==> src/ioppt_pkg.sv <==
// Shared types and constants for the I/O pattern prefetch tuner.
// No dependencies; used by ioppt_pair_tracker and the top level.
package ioppt_pkg;

  localparam int HISTORY_DEPTH = 32;
  localparam int PTR_W         = $clog2(HISTORY_DEPTH);
  localparam int CNT_W         = $clog2(HISTORY_DEPTH);
  localparam int CFG_W         = 8;
  localparam int CMP_W         = (CNT_W + 1 > CFG_W) ? CNT_W + 1 : CFG_W;
  localparam int INODE_W       = 16;
  localparam int BLOCK_W       = 24;
  localparam int CLASS_W       = 2;
  localparam int CFG_IDX_W     = 2;

  localparam logic KIND_RECORD = 1'b0;
  localparam logic KIND_QUERY  = 1'b1;

  localparam logic [CLASS_W-1:0] CLS_SEQ   = 2'd0;
  localparam logic [CLASS_W-1:0] CLS_RAND  = 2'd1;
  localparam logic [CLASS_W-1:0] CLS_MIXED = 2'd2;

  localparam logic [CFG_IDX_W-1:0] REG_MIN_PAIRS  = 2'd0;
  localparam logic [CFG_IDX_W-1:0] REG_SEQ_WINDOW = 2'd1;
  localparam logic [CFG_IDX_W-1:0] REG_MIX_WINDOW = 2'd2;
  localparam logic [CFG_IDX_W-1:0] REG_RND_WINDOW = 2'd3;

  localparam logic [CFG_W-1:0] RST_MIN_PAIRS  = 8'd10;
  localparam logic [CFG_W-1:0] RST_SEQ_WINDOW = 8'd10;
  localparam logic [CFG_W-1:0] RST_MIX_WINDOW = 8'd3;
  localparam logic [CFG_W-1:0] RST_RND_WINDOW = 8'd0;

  typedef enum logic [1:0] {
    PC_SKIP  = 2'd0,
    PC_OTHER = 2'd1,
    PC_SEQ   = 2'd2,
    PC_RAND  = 2'd3
  } pair_code_t;

  typedef struct packed {
    logic [CNT_W-1:0] total;
    logic [CNT_W-1:0] seq;
    logic [CNT_W-1:0] rnd;
  } pair_counts_t;

endpackage

==> src/ioppt_pair_tracker.sv <==
// Running pair counts over the request ring: one class code per neighbor pair.
// Depends on ioppt_pkg.
module ioppt_pair_tracker (
  input  logic                         clk,
  input  logic                         rst_n,
  input  logic                         rec_en,
  input  logic [ioppt_pkg::INODE_W-1:0] rec_inode,
  input  logic [ioppt_pkg::BLOCK_W-1:0] rec_block,
  output ioppt_pkg::pair_counts_t       counts
);

  localparam int DEPTH = ioppt_pkg::HISTORY_DEPTH;
  localparam int CW    = ioppt_pkg::CNT_W;

  ioppt_pkg::pair_code_t            code_r [DEPTH];
  logic [ioppt_pkg::PTR_W-1:0]      wp_r, wp_nxt, prev_idx;
  logic [ioppt_pkg::INODE_W-1:0]    newest_inode_r;
  logic [ioppt_pkg::BLOCK_W-1:0]    newest_block_r;
  ioppt_pkg::pair_counts_t          counts_r, counts_nxt;
  ioppt_pkg::pair_code_t            new_code, old_code;
  logic [ioppt_pkg::BLOCK_W:0]      diff;

  always_comb begin
    diff = {1'b0, rec_block} - {1'b0, newest_block_r};
    if (newest_inode_r == '0 || rec_inode == '0) begin
      new_code = ioppt_pkg::PC_SKIP;
    end else if (newest_inode_r != rec_inode) begin
      new_code = ioppt_pkg::PC_OTHER;
    end else if (diff == (ioppt_pkg::BLOCK_W+1)'(1)) begin
      new_code = ioppt_pkg::PC_SEQ;
    end else if (diff == '0 || diff == '1) begin
      new_code = ioppt_pkg::PC_OTHER;
    end else begin
      new_code = ioppt_pkg::PC_RAND;
    end
  end

  always_comb begin
    prev_idx = (wp_r == '0) ? ioppt_pkg::PTR_W'(DEPTH - 1) : wp_r - 1'b1;
    wp_nxt   = (wp_r == ioppt_pkg::PTR_W'(DEPTH - 1)) ? '0 : wp_r + 1'b1;
    old_code = code_r[wp_r];
    // add the pair ending in the new entry, drop the pair now closing the ring
    counts_nxt.total = counts_r.total + CW'(new_code != ioppt_pkg::PC_SKIP)
                       - CW'(old_code != ioppt_pkg::PC_SKIP);
    counts_nxt.seq   = counts_r.seq + CW'(new_code == ioppt_pkg::PC_SEQ)
                       - CW'(old_code == ioppt_pkg::PC_SEQ);
    counts_nxt.rnd   = counts_r.rnd + CW'(new_code == ioppt_pkg::PC_RAND)
                       - CW'(old_code == ioppt_pkg::PC_RAND);
  end

  always_ff @(posedge clk) begin
    if (!rst_n) begin
      wp_r           <= '0;
      newest_inode_r <= '0;
      counts_r       <= '0;
      for (int i = 0; i < DEPTH; i++) begin
        code_r[i] <= ioppt_pkg::PC_SKIP;
      end
    end else if (rec_en) begin
      wp_r             <= wp_nxt;
      newest_inode_r   <= rec_inode;
      counts_r         <= counts_nxt;
      code_r[prev_idx] <= new_code;
    end
  end

  always_ff @(posedge clk) begin
    if (rec_en) begin
      newest_block_r <= rec_block;
    end
  end

  assign counts = counts_r;

  a_total_bound: assert property (@(posedge clk) disable iff (!rst_n)
    counts_r.total <= CW'(DEPTH - 1))
    else $error("pair total above ring size");

  a_class_le_total: assert property (@(posedge clk) disable iff (!rst_n)
    ({1'b0, counts_r.seq} + {1'b0, counts_r.rnd}) <= {1'b0, counts_r.total})
    else $error("classified pairs exceed total");

  a_record_moves_ptr: assert property (@(posedge clk) disable iff (!rst_n)
    rec_en |=> wp_r != $past(wp_r))
    else $error("write pointer did not advance on record");

endmodule

==> src/io_pattern_prefetch_tuner_unit.sv <==
// Top level of the I/O pattern prefetch tuner: handshake, registers, classification.
// Depends on ioppt_pkg and ioppt_pair_tracker.
//
//   channel  direction  handshake            payload
//   in       input      in_valid / in_stall  in_kind, in_inode, in_block_number
//   out      output     out_valid/out_stall  out_prefetch_blocks, out_workload_class
//   cfg      input      cfg_write_en         cfg_index, cfg_data
//
// One item per cycle unless stalled; a query goes via the input then the result register.
// Records pass through the input register without waiting and give no result.
// A query in the input register waits only while the result register is full and stalled.
// Reset (synchronous, active low) empties the ring and restores register defaults.
module io_pattern_prefetch_tuner_unit (
  input  logic                             clk,
  input  logic                             rst_n,
  input  logic                             in_valid,
  output logic                             in_stall,
  input  logic                             in_kind,
  input  logic [ioppt_pkg::INODE_W-1:0]    in_inode,
  input  logic [ioppt_pkg::BLOCK_W-1:0]    in_block_number,
  output logic                             out_valid,
  input  logic                             out_stall,
  output logic [ioppt_pkg::CFG_W-1:0]      out_prefetch_blocks,
  output logic [ioppt_pkg::CLASS_W-1:0]    out_workload_class,
  input  logic                             cfg_write_en,
  input  logic [ioppt_pkg::CFG_IDX_W-1:0]  cfg_index,
  input  logic [ioppt_pkg::CFG_W-1:0]      cfg_data
);

  localparam int CMPW = ioppt_pkg::CMP_W;

  logic [ioppt_pkg::CFG_W-1:0]   min_pairs_r, seq_win_r, mix_win_r, rnd_win_r;
  logic                          s1_valid_r, s1_kind_r;
  logic [ioppt_pkg::INODE_W-1:0] s1_inode_r;
  logic [ioppt_pkg::BLOCK_W-1:0] s1_block_r;
  logic                          out_valid_r;
  logic [ioppt_pkg::CFG_W-1:0]   out_win_r, cur_win_r, win_nxt;
  logic [ioppt_pkg::CLASS_W-1:0] out_cls_r, cur_cls_r, cls_nxt;
  logic                          out_free, s1_adv, s1_query, rec_en, in_xfer;
  ioppt_pkg::pair_counts_t       counts;

  assign out_free = !out_valid_r || !out_stall;
  assign s1_query = s1_valid_r && (s1_kind_r == ioppt_pkg::KIND_QUERY);
  assign s1_adv   = s1_valid_r && (!s1_query || out_free);
  assign in_stall = s1_valid_r && !s1_adv;
  assign in_xfer  = in_valid && !in_stall;
  assign rec_en   = s1_valid_r && (s1_kind_r == ioppt_pkg::KIND_RECORD);

  ioppt_pair_tracker u_tracker (
    .clk       (clk),
    .rst_n     (rst_n),
    .rec_en    (rec_en),
    .rec_inode (s1_inode_r),
    .rec_block (s1_block_r),
    .counts    (counts)
  );

  always_comb begin
    if (CMPW'(counts.total) < CMPW'(min_pairs_r)) begin
      cls_nxt = ioppt_pkg::CLS_MIXED;
      win_nxt = cur_win_r;
    end else if (CMPW'(counts.seq) > (CMPW'(counts.rnd) << 1)) begin
      cls_nxt = ioppt_pkg::CLS_SEQ;
      win_nxt = seq_win_r;
    end else if (CMPW'(counts.rnd) > (CMPW'(counts.seq) << 1)) begin
      cls_nxt = ioppt_pkg::CLS_RAND;
      win_nxt = rnd_win_r;
    end else begin
      cls_nxt = ioppt_pkg::CLS_MIXED;
      win_nxt = mix_win_r;
    end
  end

  always_ff @(posedge clk) begin
    if (!rst_n) begin
      min_pairs_r <= ioppt_pkg::RST_MIN_PAIRS;
      seq_win_r   <= ioppt_pkg::RST_SEQ_WINDOW;
      mix_win_r   <= ioppt_pkg::RST_MIX_WINDOW;
      rnd_win_r   <= ioppt_pkg::RST_RND_WINDOW;
    end else if (cfg_write_en) begin
      case (cfg_index)
        ioppt_pkg::REG_MIN_PAIRS:  min_pairs_r <= cfg_data;
        ioppt_pkg::REG_SEQ_WINDOW: seq_win_r   <= cfg_data;
        ioppt_pkg::REG_MIX_WINDOW: mix_win_r   <= cfg_data;
        ioppt_pkg::REG_RND_WINDOW: rnd_win_r   <= cfg_data;
        default: ;
      endcase
    end
  end

  always_ff @(posedge clk) begin
    if (!rst_n) begin
      s1_valid_r  <= 1'b0;
      out_valid_r <= 1'b0;
      cur_win_r   <= ioppt_pkg::RST_MIX_WINDOW;
      cur_cls_r   <= ioppt_pkg::CLS_MIXED;
    end else begin
      if (in_xfer) begin
        s1_valid_r <= 1'b1;
      end else if (s1_adv) begin
        s1_valid_r <= 1'b0;
      end
      if (s1_query && out_free) begin
        out_valid_r <= 1'b1;
        cur_win_r   <= win_nxt;
        cur_cls_r   <= cls_nxt;
      end else if (!out_stall) begin
        out_valid_r <= 1'b0;
      end
    end
  end

  always_ff @(posedge clk) begin
    if (in_xfer) begin
      s1_kind_r  <= in_kind;
      s1_inode_r <= in_inode;
      s1_block_r <= in_block_number;
    end
    if (s1_query && out_free) begin
      out_win_r <= win_nxt;
      out_cls_r <= cls_nxt;
    end
  end

  assign out_valid           = out_valid_r;
  assign out_prefetch_blocks = out_win_r;
  assign out_workload_class  = out_cls_r;

  a_query_gives_result: assert property (@(posedge clk) disable iff (!rst_n)
    (s1_query && out_free) |=> out_valid_r)
    else $error("query left input register without a result");

  a_stall_needs_item: assert property (@(posedge clk) disable iff (!rst_n)
    in_stall |-> s1_query)
    else $error("input stalled with no query waiting");

  a_class_legal: assert property (@(posedge clk) disable iff (!rst_n)
    out_valid_r |-> (out_cls_r == ioppt_pkg::CLS_SEQ || out_cls_r == ioppt_pkg::CLS_RAND ||
                     out_cls_r == ioppt_pkg::CLS_MIXED))
    else $error("illegal workload class on output");

  a_result_tracks_state: assert property (@(posedge clk) disable iff (!rst_n)
    $past(s1_query && out_free) |-> (out_win_r == cur_win_r && out_cls_r == cur_cls_r))
    else $error("result differs from current window state");

endmodule
==> config.mk <==
export PLATFORM = sky130hd
export DESIGN_NAME = io_pattern_prefetch_tuner_unit
export DESIGN_NICKNAME = d
export VERILOG_FILES = /design/src/ioppt_pkg.sv /design/src/ioppt_pair_tracker.sv /design/src/io_pattern_prefetch_tuner_unit.sv
export SDC_FILE = /design/constraint.sdc
export NUM_CORES = 1
export LEC_CHECK = 0
export BUFFER_PORTS_ARGS = -buffer_cell sky130_fd_sc_hd__buf_2
export CORE_MARGIN = 2
export CORE_UTILIZATION = 45
export CTS_BUF_LIST = sky130_fd_sc_hd__clkbuf_4 sky130_fd_sc_hd__clkbuf_8
export DETAILED_ROUTE_END_ITERATION = 8
export REMOVE_ABC_BUFFERS = 1
export SLEW_MARGIN = 20
export SYNTH_ARGS = -nofsm -noshare
export SYNTH_HDL_FRONTEND = slang
export SYNTH_SLANG_ARGS = --single-unit
==> constraint.sdc <==
create_clock -name clk -period 4.02 [get_ports clk]
set_input_delay 0.804 -clock clk [delete_from_list [all_inputs] [get_ports clk]]
set_output_delay 0.804 -clock clk [all_outputs]
set_load 0.005 [all_outputs]
# Word level (Yosys, flattened, before mapping)
# Memory sizes are Yosys's and may differ from the RTL's. A register that Yosys moved wholly into a read port is not among the register bits.
# Index checks and enable logic that the tools add are counted.
# totals
regBits,153
ramBits,64
memories,1
# op_classes
addsub,9
order_cmp,3
n_eq_ne,12
mux,24
bitwise,1
n_reduce_logical,29
# mem_list
name,words,word_bits,rd,rd_ports_with_merged_regs,wr,line_no,rtl
u_tracker.code_r,32,2,1,1,32,ioppt_pair_tracker.sv:15,ioppt_pkg::pair_code_t code_r [DEPTH];
# op_table
operator,count
16-bit zero test,2
"25-bit by 1-bit == test with 1-bit output, second input constant",1
"25-bit == test, second input constant",1
25-bit zero test,1
5-bit two-way mux,5
24-bit by 24-bit subtractor with 25-bit output,1
8-bit two-way mux,3
16-bit != test,1
5-bit by 1-bit adder with 5-bit output,3
5-bit by 1-bit subtractor with 5-bit output,3
2-bit two-way mux,7
"2-bit == test, second input constant",6
5-bit by 6-bit greater-than comparator with 1-bit output,2
1-bit two-way mux,9
5-bit by 8-bit less-than comparator with 1-bit output,1
2-bit AND reduction,4
1-bit logical AND,6
2-bit nonzero test,3
"5-bit by 1-bit adder with 5-bit output, second input constant",1
"5-bit == test, second input constant",1
1-bit zero test,5
5-bit zero test,1
"5-bit by 1-bit subtractor with 5-bit output, second input constant",1
1-bit logical OR,4
5 further kinds,6

# Longest topological paths before layout
# logic_depth
depth_word,10
depth_mapped,22
mapped_depth_nobuf,20

# By module
# A second synthesis with hierarchy kept.
# hier_totals
cells_unflattened,1200
area_unflattened_um2,12250.5
# by_module_without_submodules
mod,n_inst,cells_per_inst,area_each_um2
ioppt_pair_tracker,1,889,8549.4
io_pattern_prefetch_tuner_unit,1,311,3701.0

# Least setup slack after synthesis
# OpenSTA, ideal clock, no wires.
# synth_path
path_kind,register -> register
from,register s1_block_r[0] (netlist bit)
to,"register u_tracker.counts_r, in the netlist u_tracker.counts[9]"
setup_ns,0.076
t_arrival_ns,4.340
required_ns,3.944
path_slack_ns,-0.396
stages_incl_launch_ff,23
cell_sequence,edfxtp_1 > inv_1 > ha_1 > fa_1 > nand2b_1 > a211oi_1 > o211ai_1 > a211oi_1 > o221ai_1 > a211o_1 > nor4_2 > buf_4 > buf_6 > nor3b_2 > ha_1 > inv_1 > fa_1 > inv_1 > a21o_1 > a21oi_1 > xnor2_1 > or3_1 > a21boi_0
# synth_between
elab_chain_len,10
# synth_rtl
item,line_no,rtl
start: declaration,io_pattern_prefetch_tuner_unit.sv:35,logic [ioppt_pkg::BLOCK_W-1:0] s1_block_r;
start signal: assignment,io_pattern_prefetch_tuner_unit.sv:117,s1_block_r <= in_block_number;
24-bit by 24-bit subtractor with 25-bit output *,ioppt_pair_tracker.sv:24,"diff = {1'b0, rec_block} - {1'b0, newest_block_r};"
25-bit == test or 25-bit zero test (tied branches),ioppt_pair_tracker.sv:31,end else if (diff == '0 || diff == '1) begin
1-bit logical OR,ioppt_pair_tracker.sv:31,
2-bit two-way mux,ioppt_pair_tracker.sv:31,
2-bit two-way mux *,ioppt_pair_tracker.sv:29,end else if (diff == (ioppt_pkg::BLOCK_W+1)'(1)) begin
2-bit two-way mux *,ioppt_pair_tracker.sv:27,end else if (newest_inode_r != rec_inode) begin
2-bit two-way mux *,ioppt_pair_tracker.sv:25,if (newest_inode_r == '0 || rec_inode == '0) begin
2-bit == test *,ioppt_pair_tracker.sv:45,counts_nxt.seq = counts_r.seq + CW'(new_code == ioppt_pkg::PC_SEQ)
5-bit by 1-bit adder with 5-bit output *,ioppt_pair_tracker.sv:45,
5-bit by 1-bit subtractor with 5-bit output *,ioppt_pair_tracker.sv:46,- CW'(old_code == ioppt_pkg::PC_SEQ);
end signal: assignment,ioppt_pair_tracker.sv:62,counts_r <= counts_nxt;
end: declaration,ioppt_pair_tracker.sv:19,"ioppt_pkg::pair_counts_t counts_r, counts_nxt;"
# Mark *: on every way between the ends. The rest lies on a longest branch, timed or not.
# A chain may end at the register's enable or synchronous reset.

# Final worst setup path
# layout_path
from,register u_tracker.newest_block_r[0] (netlist bit)
to,"register u_tracker.counts_r, in the netlist u_tracker.counts[9]"
# layout_between
elab_chain_len,10
# layout_rtl
item,line_no,rtl
start: declaration,ioppt_pair_tracker.sv:18,logic [ioppt_pkg::BLOCK_W-1:0] newest_block_r;
start signal: assignment,ioppt_pair_tracker.sv:69,newest_block_r <= rec_block;
24-bit by 24-bit subtractor with 25-bit output *,ioppt_pair_tracker.sv:24,
25-bit == test or 25-bit zero test (tied branches),ioppt_pair_tracker.sv:31,
1-bit logical OR,ioppt_pair_tracker.sv:31,
2-bit two-way mux,ioppt_pair_tracker.sv:31,
2-bit two-way mux *,ioppt_pair_tracker.sv:29,
2-bit two-way mux *,ioppt_pair_tracker.sv:27,
2-bit two-way mux *,ioppt_pair_tracker.sv:25,
2-bit == test *,ioppt_pair_tracker.sv:45,
5-bit by 1-bit adder with 5-bit output *,ioppt_pair_tracker.sv:45,
5-bit by 1-bit subtractor with 5-bit output *,ioppt_pair_tracker.sv:46,
# Marked as above.

==> results.py <==
metrics = {
    "placement": {
        "place_ws_ps": -491,
        "gp_congestion": 0.846,
        "portBuffers": 67,
        "dpl.hpwl_um": 19500,
    },
    "global_routing": {
        "met2_usage": 0.353,
        "grt_overflow": 0,
        "grt_use_met1": 0.275,
        "busiest_layer": "met2",
        "grt_pass1_wl_um": 48400,
        "grt_pass1_vias": 9551,
        "grtUsageMet3": 0.0367,
        "grtUsageTotal": 0.209,
        "grt_antenna_before_repair": 0,
        "grt_max_degree": 65,
    },
    "logic_synthesis": {
        "ys_top_cells_by_count": "nand2_1 (170), edfxtp_1 (139), dfxtp_1 (83)",
        "ys_seq_area_frac": 0.476,
        "synthFlopType": "edfxtp_1",
        "synth.most_common_cell": "nand2_1",
        "synth_top_area_frac": 0.340,
        "yosys_register_bits": 222,
        "postSynthAreaPerCell_sq_um": 9.97,
        "syn_inst": 1230,
        "async_reset_ff_frac": 0,
        "yosysWarnings": 0,
        "synth_cell_types": 67,
        "yosysTopAreaCell": "edfxtp_1",
        "netlist_area_sq_um": 12300,
        "synth_area_leaders": "edfxtp_1 (34%), dfxtp_1 (14%), ha_1 (5.5%)",
        "synth_edf_count": 139,
    },
    "clocking": {
        "htree_levels": 2,
        "clk_latency_ps": 550,
        "clk_pin_slew_ps": 60,
        "tritoncts": "done",
        "clk_path_buf_depth": 3,
        "cts.sinks": 222,
        "clockRootBuffer": "clkbuf_8",
        "ctsHoldBuffers": 0,
        "cts_buffers": 40,
    },
    "floorplanning": {
        "die_h_um": 169,
        "placementRows": 60,
        "die_x_um": 169,
        "initial_utilization": 0.456,
        "ios": 68,
        "die_area_sq_um": 28600,
        "core_sq_um": 26900,
    },
    "setup_path": {
        "crit_type": "reg2reg",
        "cp-start-kind": "flip-flop",
        "critPathCaptureType": "flip-flop",
        "slowest_delay_ps": 370,
        "crit_slowest_cell": "edfxtp_1",
        "path_cells": "ha_2 -> fa_2 -> nand2b_4 -> a21o_4 -> buf_4 -> a211oi_2 -> a211oi_1 -> nor3_1 -> nand4_1 -> nor4_4 -> nor3b_2 -> ha_2 -> inv_2 -> fa_2 -> inv_2 -> a21o_1 -> a21oi_2 -> xnor2_1 -> or3_1 -> a21boi_1",
        "cp.required_ps": 4490,
        "worstPathArrival_ps": 4740,
        "cp_max_fo": 5,
        "critical_path_buf_inv_count": 3,
        "crit_family": "simple AND/OR/NAND/NOR gates",
    },
    "sta": {
        "fin_crit_ps": 4280,
        "hold_violations": 0,
        "period_share": 1.06,
        "fmax_ghz": 0.234,
        "rsz0062_at_grt": "yes",
        "fin_tns_setup_ps": -390,
        "finalClockSkew_ps": 25.9,
        "setup_slack_ps": -257,
        "maxSlewHeadroom": 0.368,
        "tightest_slew_ps": 946,
        "slew_violations": 0,
        "setup-violations-final": 2,
    },
    "layout": {
        "antennaDiodeCount": 0,
        "fillers": 2426,
        "drive_gt1_frac": 0.247,
        "finalNetCount": 1491,
        "syn2layout_area_growth_pct": 20.5,
    },
    "detailed_routing": {
        "routed_wl_um": 29400,
        "wl_per_cell_um": 16.8,
        "viasPerCell": 5.56,
        "drtIter0Drc": 595,
        "detail-route-antenna-nets": 0,
        "vias": 9719,
        "drc": 0,
        "first_pass_iters": 5,
    },
    "power": {
        "fin_total_pwr_uw": 5570,
        "ir_drop_mv": 0.256,
        "power_density_nw_per_um2": 377,
        "leakage_uw": 0.00584,
    },
    "outcome": {
        "violations": "negative setup slack",
        "status": "complete, but fails checks",
    },
    "flow_run": {
        "max_cap_viol_count": 0,
    },
    "min_path": {
        "hold_path_class": "in2reg",
    },
}
cell families (layout without fill, tap and decap cells):
group | count (synthesis) | in the layout | share of synthesized area
simple gates | 386 | 386 | 0.149
compound gates | 311 | 311 | 0.165
flops | 222 | 222 | 0.476
buf+inv | 154 | 331 | 0.0514
mux | 62 | 62 | 0.0712
fa+ha+maj | 58 | 58 | 0.0616
xor+xnor | 37 | 37 | 0.0264
layout make-up:
cell class / instances / area, sq um / share of cell area
Clock inverter: 14 / 91.3 / 0.00618
Sequential cell: 222 / 5840 / 0.395
Multi-Input combinational cell: 854 / 6180 / 0.418
Tap cell: 341 / 427 / 0.0289
Timing Repair Buffer: 188 / 1270 / 0.0861
Clock buffer: 58 / 717 / 0.0485
Inverter: 71 / 267 / 0.0180
registers in the layout (all words and copies together), names as in the netlist, named ones only:
register	count
u_tracker.code_r	64
s1_block_r	24
u_tracker.newest_block_r	24
s1_inode_r	16
u_tracker.newest_inode_r	16
u_tracker.counts	15
cur_win_r	8
min_pairs_r	8
mix_win_r	8
out_prefetch_blocks	8
rnd_win_r	8
seq_win_r	8
u_tracker.wp_r	5
out_workload_class	2
out_valid	1
s1_kind_r	1
s1_valid_r	1
cell usage in the layout (no fill, tap or decap), types with 38 or more instances in the layout:
cell	netlist	final
nand2_1	170	169
edfxtp_1	139	139
buf_4	7	118
dfxtp_1	83	83
a21oi_1	79	70
buf_2	7	67
inv_1	71	66
nor2_1	71	64
o21ai_0	71	62
clkbuf_8	0	45
ha_1	54	39
mux2i_1	40	38
worst paths after layout:
kind | from | endpoint | slack [ps] | cells after the start
worst max-delay path | u_tracker.newest_block_r[0] | u_tracker.counts[9] | -260 | 20
worst min-delay path | in_inode[2] | s1_inode_r[2] | 440 | 1
worst max register to register | u_tracker.newest_block_r[0] | u_tracker.counts[9] | -260 | 20
worst min register to register | s1_block_r[17] | u_tracker.newest_block_r[17] | 450 | 0
power by group:
group	switching, uW	leakage, uW	internal [uW]
combinational	478	0.00337	388
sequential	51.4	0.00205	2510
clock	933	0.000426	1210
total	1460	0.00584	4110
worst register-to-register path, delay by kind of cell (launching register included):
family	cells	cell delay (ps)
XOR/XNOR	1	130
flip-flops	1	370
buffers and inverters	3	260
AND/OR/NAND/NOR	6	1490
adder cells (fa/ha/maj)	4	1090
AO/OA/AOI/OAI	6	840
metal layers:
| metal | wire, um | up-vias |
|---|---|---|
| li1 | - | 4764 |
| met1 | 13100 | 4617 |
| met2 | 14000 | 278 |
| met3 | 1610 | 60 |
| met4 | 711 | 0 |
| met5 | 0 | - |
repair_timing:
action	CTS	global route
pin swaps	19	31
gates resized for setup	30	49
buffers inserted	7	4
endpoints found under the setup margin	2	7
stage by stage:
| step | hold slack (ps) | cells | utilization | area, sq um |
|---|---|---|---|---|
| floorplan | 426 | 1147 | - | 11900 |
| CTS | 401 | 1745 | 0.540 | 14500 |
| global placement | 437 | 1666 | 0.504 | 13600 |
| detailed placement | 448 | 1666 | 0.504 | 13600 |
| global route | 400 | 1748 | 0.550 | 14800 |
| finish | 441 | 1748 | 0.550 | 14800 |
No activity file was read; power rests on OpenSTA's default activity.
